--- config.mk ---
export PLATFORM = sky130hd
export DESIGN_NAME = bmm_ctrl
export DESIGN_NICKNAME = d
export VERILOG_FILES = /design/src/design/bmm_pkg.sv /design/src/design/bmm_ctrl.sv
export SDC_FILE = /design/constraint.sdc
export NUM_CORES = 1
export LEC_CHECK = 0
export ABC_AREA = 1
export BUFFER_PORTS_ARGS = -buffer_cell sky130_fd_sc_hd__buf_4
export CORE_AREA = 5 5 42 44
export DETAILED_ROUTE_END_ITERATION = 6
export DIE_AREA = 0 0 47 49
export PLACE_DENSITY = 0.67
export SLEW_MARGIN = 5
export SYNTH_ARGS = -nofsm -noshare
export SYNTH_HDL_FRONTEND = slang
export SYNTH_SLANG_ARGS = --single-unit
export TNS_END_PERCENT = 30
--- constraint.sdc ---
create_clock -name clk -period 1.1 [get_ports clk]
set_clock_uncertainty 0.1 [all_clocks]
set_input_delay 0.165 -clock clk [delete_from_list [all_inputs] [get_ports clk]]
set_output_delay 0.165 -clock clk [all_outputs]
set_load 0.03 [all_outputs]
--- src/design/bmm_pkg.sv ---
package bmm_pkg;

  localparam int VW         = 6;
  localparam int MAX_LEFT   = 32;
  localparam int MAX_RIGHT  = 32;
  localparam int MAX_DEGREE = 32;
  localparam int LW         = $clog2(MAX_LEFT);
  localparam int KW         = $clog2(MAX_DEGREE);
  localparam int NB_AW      = LW + KW;
  localparam int NB_DEPTH   = MAX_LEFT * MAX_DEGREE;
  localparam int STK_DEPTH  = MAX_LEFT;
  localparam int CFG_IW     = 1;

  localparam logic [VW-1:0] FAR_LAYER = '1;
  localparam logic [VW-1:0] LEFT_MAX  = VW'(MAX_LEFT);
  localparam logic [VW-1:0] RIGHT_MAX = VW'(MAX_RIGHT);
  localparam logic [VW-1:0] DEG_MAX   = VW'(MAX_DEGREE);

  localparam logic [CFG_IW-1:0] CFG_LEFT_COUNT  = 1'b0;
  localparam logic [CFG_IW-1:0] CFG_RIGHT_COUNT = 1'b1;

  // controller states, also the command to the datapath
  localparam logic [3:0] OP_LOAD  = 4'd0;
  localparam logic [3:0] OP_BINIT = 4'd1;
  localparam logic [3:0] OP_BPOP  = 4'd2;
  localparam logic [3:0] OP_BEDGE = 4'd3;
  localparam logic [3:0] OP_BV    = 4'd4;
  localparam logic [3:0] OP_BW    = 4'd5;
  localparam logic [3:0] OP_ASCAN = 4'd6;
  localparam logic [3:0] OP_ATOP  = 4'd7;
  localparam logic [3:0] OP_AV    = 4'd8;
  localparam logic [3:0] OP_AW    = 4'd9;
  localparam logic [3:0] OP_AFLIP = 4'd10;
  localparam logic [3:0] OP_EMIT  = 4'd11;
  localparam logic [3:0] OP_CLEAR = 4'd12;

  typedef struct packed {
    logic [3:0] op;
  } bmm_cmd_t;

  typedef struct packed {
    logic edge_last;
    logic idx_last;
    logic idx_over;
    logic head_lt_tail;
    logic bfs_skip;
    logic dist0_far;
    logic k_lt_deg;
    logic v_ok;
    logic aug_ok;
    logic w_zero;
    logic left_free;
    logic stack_empty;
    logic out_free;
  } bmm_status_t;

  function automatic logic [VW-1:0] clamp_count(logic [VW-1:0] v, logic [VW-1:0] maxv);
    logic [VW-1:0] r;
    if (v == '0) r = VW'(1);
    else if (v > maxv) r = maxv;
    else r = v;
    return r;
  endfunction

endpackage

--- src/design/bmm_ctrl.sv ---
module bmm_ctrl import bmm_pkg::*; (
  input  logic        clk,
  input  logic        rst_n,
  input  bmm_status_t st,
  output bmm_cmd_t    cmd
);

  logic [3:0] state_r, state_nxt;

  always_comb begin
    state_nxt = state_r;
    case (state_r)
      OP_LOAD:  if (st.edge_last) state_nxt = OP_BINIT;
      OP_BINIT: if (st.idx_last) state_nxt = OP_BPOP;
      OP_BPOP: begin
        if (st.head_lt_tail) state_nxt = st.bfs_skip ? OP_BPOP : OP_BEDGE;
        else state_nxt = st.dist0_far ? OP_EMIT : OP_ASCAN;
      end
      OP_BEDGE: state_nxt = st.k_lt_deg ? OP_BV : OP_BPOP;
      OP_BV:    state_nxt = st.v_ok ? OP_BW : OP_BEDGE;
      OP_BW:    state_nxt = OP_BEDGE;
      OP_ASCAN: begin
        if (st.idx_over) state_nxt = OP_BINIT;
        else if (st.left_free) state_nxt = OP_ATOP;
      end
      OP_ATOP: begin
        if (st.k_lt_deg) state_nxt = OP_AV;
        else if (st.stack_empty) state_nxt = OP_ASCAN;
      end
      OP_AV:    state_nxt = st.v_ok ? OP_AW : OP_ATOP;
      OP_AW:    state_nxt = (st.aug_ok && st.w_zero) ? OP_AFLIP : OP_ATOP;
      OP_AFLIP: if (st.stack_empty) state_nxt = OP_ASCAN;
      OP_EMIT:  if (st.out_free && st.idx_last) state_nxt = OP_CLEAR;
      OP_CLEAR: state_nxt = OP_LOAD;
      default:  state_nxt = OP_LOAD;
    endcase
  end

  always_ff @(posedge clk) begin
    if (!rst_n) state_r <= OP_LOAD;
    else state_r <= state_nxt;
  end

  assign cmd.op = state_r;

  a_clear_then_load: assert property (@(posedge clk) disable iff (!rst_n)
    (state_r == OP_CLEAR) |=> (state_r == OP_LOAD))
    else $error("clear not followed by load");
  a_emit_entry: assert property (@(posedge clk) disable iff (!rst_n)
    (state_r == OP_EMIT && $past(state_r) != OP_EMIT) |-> ($past(state_r) == OP_BPOP))
    else $error("emit entered from outside layering");
  a_run_start: assert property (@(posedge clk) disable iff (!rst_n)
    (state_r == OP_BINIT && $past(state_r) != OP_BINIT) |->
      ($past(state_r) == OP_LOAD || $past(state_r) == OP_ASCAN))
    else $error("layering entered from bad state");

endmodule

* Word-level counts from Yosys, hierarchy flattened
Cells that the tools add are included.
** Storage, ports and cells
- Register bits :: 4
- Output and inout bits :: 4
- Word-level logic and storage cells :: 35
- Input bits :: 15
** Cells by class
- Eq/ne operators :: 15
- Reduce and logical (&&, ||, !) cells :: 4
- Muxes and demuxes :: 15
** Operators with widths (number)
- one-hot mux 4 bit (12 select lines) :: 1
- two-way mux 4 bit :: 11
- equality test 4 x 3 -> 1 bit, second input constant :: 4
- equality test 4 bit, second input constant :: 4
- equality test 4 x 2 -> 1 bit, second input constant :: 2
- two-way mux 3 bit :: 2
- inequality test 2 bit, second input constant :: 3
- equality test 4 x 1 -> 1 bit, second input constant :: 1
- zero test 4 bit :: 1
- AND reduction 4 bit :: 1
- inequality test 3 bit, second input constant :: 1
- logical AND 1 bit :: 2
- two-way mux 1 bit :: 1

* Depth between registers and ports, before layout
Gate-level depths: netlist of the first run.
- Depth after elaboration :: 3
- Mapped depth :: 10
- Mapped depth without buffers :: 9

* Least setup slack after synthesis of the first run
OpenSTA, ideal clock, no wires.
- Path type :: register to register
- Start point :: reg state_r[3] (netlist: cmd[3])
- End point :: reg state_r[1] (netlist: cmd[1])
- Stages on the path, launching flop included :: 8
- Required time :: 881 ps
- Slack :: -320 ps
- Arrival time :: 1200 ps
- Library setup time :: 119 ps
- Buffers on the path :: 0
- Period minus slack after synthesis :: 1420 ps
- Cell sequence :: dfxtp_1 inv_2 nor2_4 nand3_1 nand2_2 nor2_2 o21ai_1 a21oi_1
** On the way
- Word-level cells in the longest chain between the ends :: 3
- Elaborated cells on any way between the ends :: 18
- Those cells by class :: eq/ne: 15; mux: 1; reduce/logical: 2
** Ends and longest elaborated chain
- start: declaration :: RTL line bmm_ctrl.sv:8 : logic [3:0] state_r, state_nxt;
- start signal: assignment :: RTL line bmm_ctrl.sv:41 : else state_r <= state_nxt;
- equality test 4 x 3 -> 1 bit (tied with other cells) :: RTL line bmm_ctrl.sv:12 : case (state_r)
- inequality test 3 bit (no source line) / inequality test 2 bit (equally long branches)
- AND reduction 4 bit (no source line)
Parallel ways exist; a longest one is shown, timed or not.
A chain may end at the register's enable or synchronous reset.

* Worst setup path after layout of the first run
- Start point :: reg state_r[0] (netlist: cmd[0])
- End point :: reg state_r[1] (netlist: cmd[1])
Same word-level chain as after synthesis.

==> key figures, run 1 <==
STA
  – Final Critical Period: 1.28 ns
  – Fmax: 782 MHz
  – Slew headroom: 82.6%
  – Final Worst Setup Slack: -0.179 ns
  – Final hold violations: 0
  – Period Utilization, post-route: 116%
  – RSZ-0062 raised after global routing: true
  – Final setup violation count: 8
  – Max Transition Viols Final: 0
  – Worst-margin pin slew: 0.258 ns
  – Hold slack: 0.108 ns
  – TNS Setup: -0.909 ns

Finish
  – Finished Layout Cells: 136
  – Layout cells sized above 1: 55.8%
  – Synthesis-to-layout area growth: 76.7%
  – Most frequent cells in the layout: 25 x buf_4, 20 x nand2_1, 7 x nor2_4, 7 x inv_1, 7 x nand3_1
  – ANT cells: 0
  – Number of flip-flops in the largest register: 4
  – Nets: 137
  – Commonest non-fill, non-tap cell in the layout: buf_4

CTS
  – Clock Root Buffer: clkbuf_4
  – Total CTS buffers: 3
  – Hold buffers post-CTS: 0
  – CTS tree: done
  – # clock sinks: 4
  – CTS clk-pin slew, worst paths: 0.05 ns
  – H-tree Lvls: 1
  – Clock buffer depth: 2
  – Clock latency on the worst-skew pair: 0.25 ns

Global route
  – First-pass GRT wire length: 2.90 mm
  – Global-route usage over all layers: 16.7%
  – Largest net degree at the start of global routing: 8
  – Overflow after GRT: 0
  – Initial antenna violation count: 0
  – Number of global-route vias before repair: 685

Route
  – Drt first pass iters: 4
  – Metal3 WL: 102 microns
  – Detailed router's first-iteration violation count: 23
  – DR vias/cell: 5.25
  – Met1 Wirelength: 776 microns
  – Wire per inst: 13.9 microns
  – Metal2 WL: 916 microns
  – Highest routed layer: met4
  – DR vias: 714
  – Final wirelength: 1.89 mm
  – DRC violations left: 0
  – ANT nets after route: 0

Synth
  – Synth Net Count: 104
  – Post-synth top area share: 20.8%
  – Synth top area cells: nand2_1 21%, dfxtp_1 16%, nand3_1 8.9%
  – Synth unique cells: 24
  – Mean Syn Cell Area: 5.67 sq um
  – Synth area leader: nand2_1
  – Synth Cell Area: 504 sq um
  – Synth warn: 0
  – Cell count after synthesis: 89
  – Register bit total from synthesis: 4
  – Sequential cell area fraction in the yosys report: 15.9%

Power and ir drop
  – PwrDens: 1510 nW/um^2
  – Peak VDD IR: 0.00108 V
  – LEAKAGE: 0.429 nW

Worst setup path
  – R2R Path End: cmd[1]$_SDFFE_PN0P_
  – Worst r2r path cells: 6
  – Critical Path Sink Type: flop
  – Crit Path Max Fanout: 7
  – Worst EP arrival: 1.31 ns
  – Worst r2r src: cmd[0]$_SDFFE_PN0P_
  – CP startpoint kind: flop
  – CP Data Required Time: 1.13 ns
  – Critical path type: flop to flop
  – R2R Setup Slk: -0.18 ns

Run status
  – Status: finished with violations
  – Failing checks: setup timing

Min path
  – Worst hold path type: primary input to flop
  – Hold path depth: 3
  – Worst Hold End: cmd[0]$_SDFFE_PN0P_
  – Hold path startpoint: rst_n

Floorplan
  – I/O pin count: 19
  – Die ar.: 2300 sq um
  – Chip height: 49 microns
  – Die X: 47 microns
  – Num rows: 14
  – Starting Density: 36.0%
  – Core Box Area: 1400 sq um

Place
  – PortBufs: 18
  – Gpl congestion: 0.907
  – Placed cell count: 129
  – Detailed placement HPWL: 1.29 mm

Run
  – Number of max-cap violations: 0
## kinds of logic (layout without fill, tap and decap cells)
family          Yosys count  in the layout  share of synthesized area, %
simple gates             58             58                          56.1
compound gates           14             14                          16.9
buf+inv                  13             44                          11.2
flops                     4              4                          15.9
## per-stage QoR
step	power (mW)	utilization [%]	worst slack, ns	instance area, sq um
3_3_place_gp	0.883	51.6	-0.210	723
5_1_grt	1.42	63.6	-0.288	891
3_5_place_dp	0.886	51.6	-0.166	723
4_1_cts	1.21	57.8	-0.123	810
2_1_floorplan	0.624	-	-0.138	527
6_report	1.35	63.6	-0.179	891
## critical path, stage by stage (launching register included)
cell and delay [ns]:
dfxtp_4 0.40, nor2_4 0.19, nand2_1 0.09, a21oi_2 0.18, nor2_4 0.07, o21ai_1 0.07
a21oi_1 0.07
## layout make-up
| cell class | count | area, sq um |
|---|---|---|
| clock buffers | 3 | 22.5 |
| fillers | 119 | 510 |
| inverters | 12 | 62.6 |
| multi-input cells | 72 | 458 |
| flip-flops and latches | 4 | 95.1 |
| well taps | 16 | 20.0 |
| repair buffers | 29 | 233 |
## worst max path at each step
stage                              startpoint                   to
final                     cmd[0]$_SDFFE_PN0P_  cmd[1]$_SDFFE_PN0P_
after global routing      cmd[2]$_SDFFE_PN0P_  cmd[2]$_SDFFE_PN0P_
after CTS                 cmd[3]$_SDFFE_PN0P_  cmd[1]$_SDFFE_PN0P_
after detailed placement  cmd[1]$_SDFFE_PN0P_  cmd[0]$_SDFFE_PN0P_
after global placement    cmd[1]$_SDFFE_PN0P_  cmd[1]$_SDFFE_PN0P_
after floorplan           cmd[2]$_SDFFE_PN0P_  cmd[0]$_SDFFE_PN0P_
## layer usage
layer,GRT usage (%),up-vias
met1,20.2,314
met5,0,-
met2,26.9,31
met4,8.29,0
li1,-,356
met3,3.32,13
## synth_stat cells (all sizes together)
cell    count
buf         1
nand3b      3
nor2       14
inv        12
o21a        1
a21oi       6
a31oi       1
o211ai      1
a211oi      1
nand2      30
o31ai       1
dfxtp       4
nand3      10
o21ai       3
nand4       1
## power breakdown
group	internal, mW	switching [mW]
Clock	0.123	0.0755
Combinational	0.378	0.455
Sequential	0.192	0.123
## what timing repair did
item	CTS	global route
pin swaps	7	12
resized for setup	17	17
setup endpoints to repair	7	7
buffers inserted	1	3
Power figures use the tool's default switching activity.
==> run 2, diff against run 1 <==
Settings changed: PLACE_DENSITY 0.67 to default.
Clock period 1.1 ns to 1.46 ns, I/O delays scaled along.
==> key figures, run 2 (synthesized netlist as in run 1, its figures left out) <==
Power and ir drop
  – Combinational power share: 57.2% (-4.6 points)
  – PwrDens: 1080 nW/um^2 (-28%)
  – Power share of the clock group: 18.6% (+3.9 points)
  – Sw frac: 46.1% (-2.5 points)
  – LEAKAGE: 0.346 nW (-19%)
  – Pint: 0.403 mW (-42%)
  – Sw Pwr: 0.344 mW (-47%)
  – Peak VDD IR: 0.000701 V (-35%)
  – Sequential power share: 24.2% (+0.8 points)

STA
  – Final Worst Setup Slack: 0.130 ns (+0.309 ns)
  – RSZ-0062 raised after global routing: false
  – Final Critical Period: 1.33 ns
  – Max Transition Viols Final: 0 (unchanged)
  – Period Utilization, post-route: 91.1%
  – TNS Setup: 0 ns (+0.909 ns)
  – Final hold violations: 0 (unchanged)
  – Slew headroom: 84.6% (+2.0 points)
  – Final setup violation count: 0 (-8)
  – Fmax: 752 MHz
  – Worst-margin pin slew: 0.230 ns (-0.0289 ns)

Finish
  – Nets: 128 (-6.6%)
  – Number of flip-flops in the largest register: 4 (unchanged)
  – ANT cells: 0 (unchanged)
  – Design Area, Final: 689 sq um (-23%)
  – Synthesis-to-layout area growth: 36.7%
  – Layout cells sized above 1: 36.9% (-19 points)
  – Final core utilization: 49.2% (-14 points)
  – Most frequent cells in the layout: 28 x nand2_1, 20 x buf_4, 9 x nand3_1
  – Commonest non-fill, non-tap cell in the layout: nand2_1

Worst setup path
  – Worst r2r path cells: 7 (+1)
  – Critical path type: flop to primary output
  – CP Data Required Time: 1.14 ns (about the same)
  – CP max stage delay: 0.43 ns (+0.03 ns)
  – R2R Path End: cmd[0]$_SDFFE_PN0P_
  – Crit Path Max Fanout: 6 (-1)
  – Slowest CP cell: dfxtp_2
  – CP startpoint kind: flop
  – CP most frequent cell: buf_4
  – Worst r2r src: cmd[1]$_SDFFE_PN0P_
  – Critical Path Sink Type: primary output
  – Worst EP arrival: 1.01 ns (-0.30 ns)
  – Crit path cell chain: buf_4, buf_4
  – R2R Setup Slk: 0.16 ns (+0.34 ns)

Floorplan
  – I/O pin count: 19 (unchanged)
  – Die ar.: 2300 sq um (unchanged)
  – Core Box Area: 1400 sq um (unchanged)
  – Die X: 47 microns (unchanged)
  – Starting Density: 36.0% (unchanged)
  – Num rows: 14 (unchanged)
  – Chip height: 49 microns (unchanged)

Global route
  – Largest net degree at the start of global routing: 9 (+1)
  – Number of global-route vias before repair: 617 (-9.9%)
  – Met1 Usage GRT: 18.7% (-1.4 points)
  – Initial antenna violation count: 0 (unchanged)
  – GR Layer Usage met2: 20.4% (-6.6 points)
  – Global-route usage over all layers: 14.7% (-2.1 points)
  – Grt peak-use layer: met2
  – Overflow after GRT: 0 (unchanged)
  – M3 GR Usage: 6.27% (+3.0 points)
  – First-pass GRT wire length: 2.49 mm (-14%)

Route
  – ANT nets after route: 0 (unchanged)
  – Wire per inst: 11.3 microns (-18%)
  – Detailed router's first-iteration violation count: 35 (+52%)
  – Final wirelength: 1.44 mm (-24%)
  – DR vias: 657 (-8.0%)
  – Drt first pass iters: 4 (unchanged)
  – DRC violations left: 0 (unchanged)
  – DR vias/cell: 5.17 (-1.5%)

CTS
  – Total CTS buffers: 3 (unchanged)
  – Post-CTS Setup Inserts: 0 (-1)
  – Clock Root Buffer: clkbuf_4
  – CTS tree: done
  – CTS clk-pin slew, worst paths: 0.04 ns (about the same)
  – Clock buffer depth: 2 (unchanged)
  – # clock sinks: 4 (unchanged)
  – Clock latency on the worst-skew pair: 0.24 ns (about the same)
  – Hold buffers post-CTS: 0 (unchanged)
  – H-tree Lvls: 1 (unchanged)

Place
  – PortBufs: 18 (unchanged)
  – Placed inst area: 663 sq um (-8.3%)
  – Detailed placement HPWL: 1.21 mm (-5.6%)
  – Gpl congestion: 0.852 (-6.0%)
  – Post-place setup slack: 0.0693 ns (+0.236 ns)

Min path
  – Hold path startpoint: rst_n
  – Worst Hold End: cmd[0]$_SDFFE_PN0P_
  – Hold path depth: 3 (unchanged)
  – Worst hold path type: primary input to flop

Run
  – Number of max-cap violations: 0 (unchanged)

Run status
  – Status: complete, no violations
[run 2: metrics by stage]
| step | power [mW] | cells | hold slack, ns |
|---|---|---|---|
| floorplan | 0.451 | 89 | 0.289 |
| global placement | 0.606 | 124 | 0.407 |
| detailed placement | 0.601 | 124 | 0.414 |
| CTS | 0.748 | 127 | 0.167 |
| global route | 0.822 | 127 | 0.177 |
| finish | 0.747 | 127 | 0.177 |
[run 2: worst max path at each step]
stage                               end  cells past startpoint  slack [ns]                start
floorplan           cmd[1]$_SDFFE_PN0P_                      7        0.04  cmd[3]$_SDFFE_PN0P_
global placement    cmd[1]$_SDFFE_PN0P_                      6        0.04  cmd[2]$_SDFFE_PN0P_
detailed placement  cmd[2]$_SDFFE_PN0P_                      9        0.07  cmd[2]$_SDFFE_PN0P_
CTS                 cmd[0]$_SDFFE_PN0P_                      7        0.13  cmd[0]$_SDFFE_PN0P_
global route        cmd[2]$_SDFFE_PN0P_                      9       0.008  cmd[3]$_SDFFE_PN0P_
finish                           cmd[2]                      2        0.13  cmd[2]$_SDFFE_PN0P_
[run 2: routing by layer]
| metal | up-vias | wire [microns] |
|---|---|---|
| li1 | 339 | - |
| met1 | 280 | 574 |
| met2 | 36 | 701 |
| met3 | 2 | 146 |
| met4 | 0 | 18 |
| met5 | - | 0 |
[run 2: area by class of cell]
| cell class | instances | area [sq um] |
|---|---|---|
| flip-flops and latches | 4 | 83.8 |
| clock buffers | 3 | 22.5 |
| fillers | 157 | 712 |
| inverters | 12 | 45.0 |
| repair buffers | 20 | 150 |
| well taps | 16 | 20.0 |
| multi-input cells | 72 | 368 |
[run 2: critical path, delay by kind of cell (launching register included)]
kind	cells	cell delay, ns
flip-flops	1	0.43
buffers and inverters	2	0.34
[run 2: what timing repair did]
action | CTS | global route
resized for setup | 1 | 2
gates cloned | 0 | 0
endpoints found under the setup margin | 1 | 3
[run 2: power by group through the flow]
stage                     Combinational, mW  Sequential [mW]  Clock, mW
after global placement                0.430            0.176          0
after global routing                  0.471            0.190      0.161
after detailed placement              0.422            0.179          0
final                                 0.427            0.181      0.139
after floorplan                       0.238            0.214          0
after CTS                             0.424            0.177      0.147
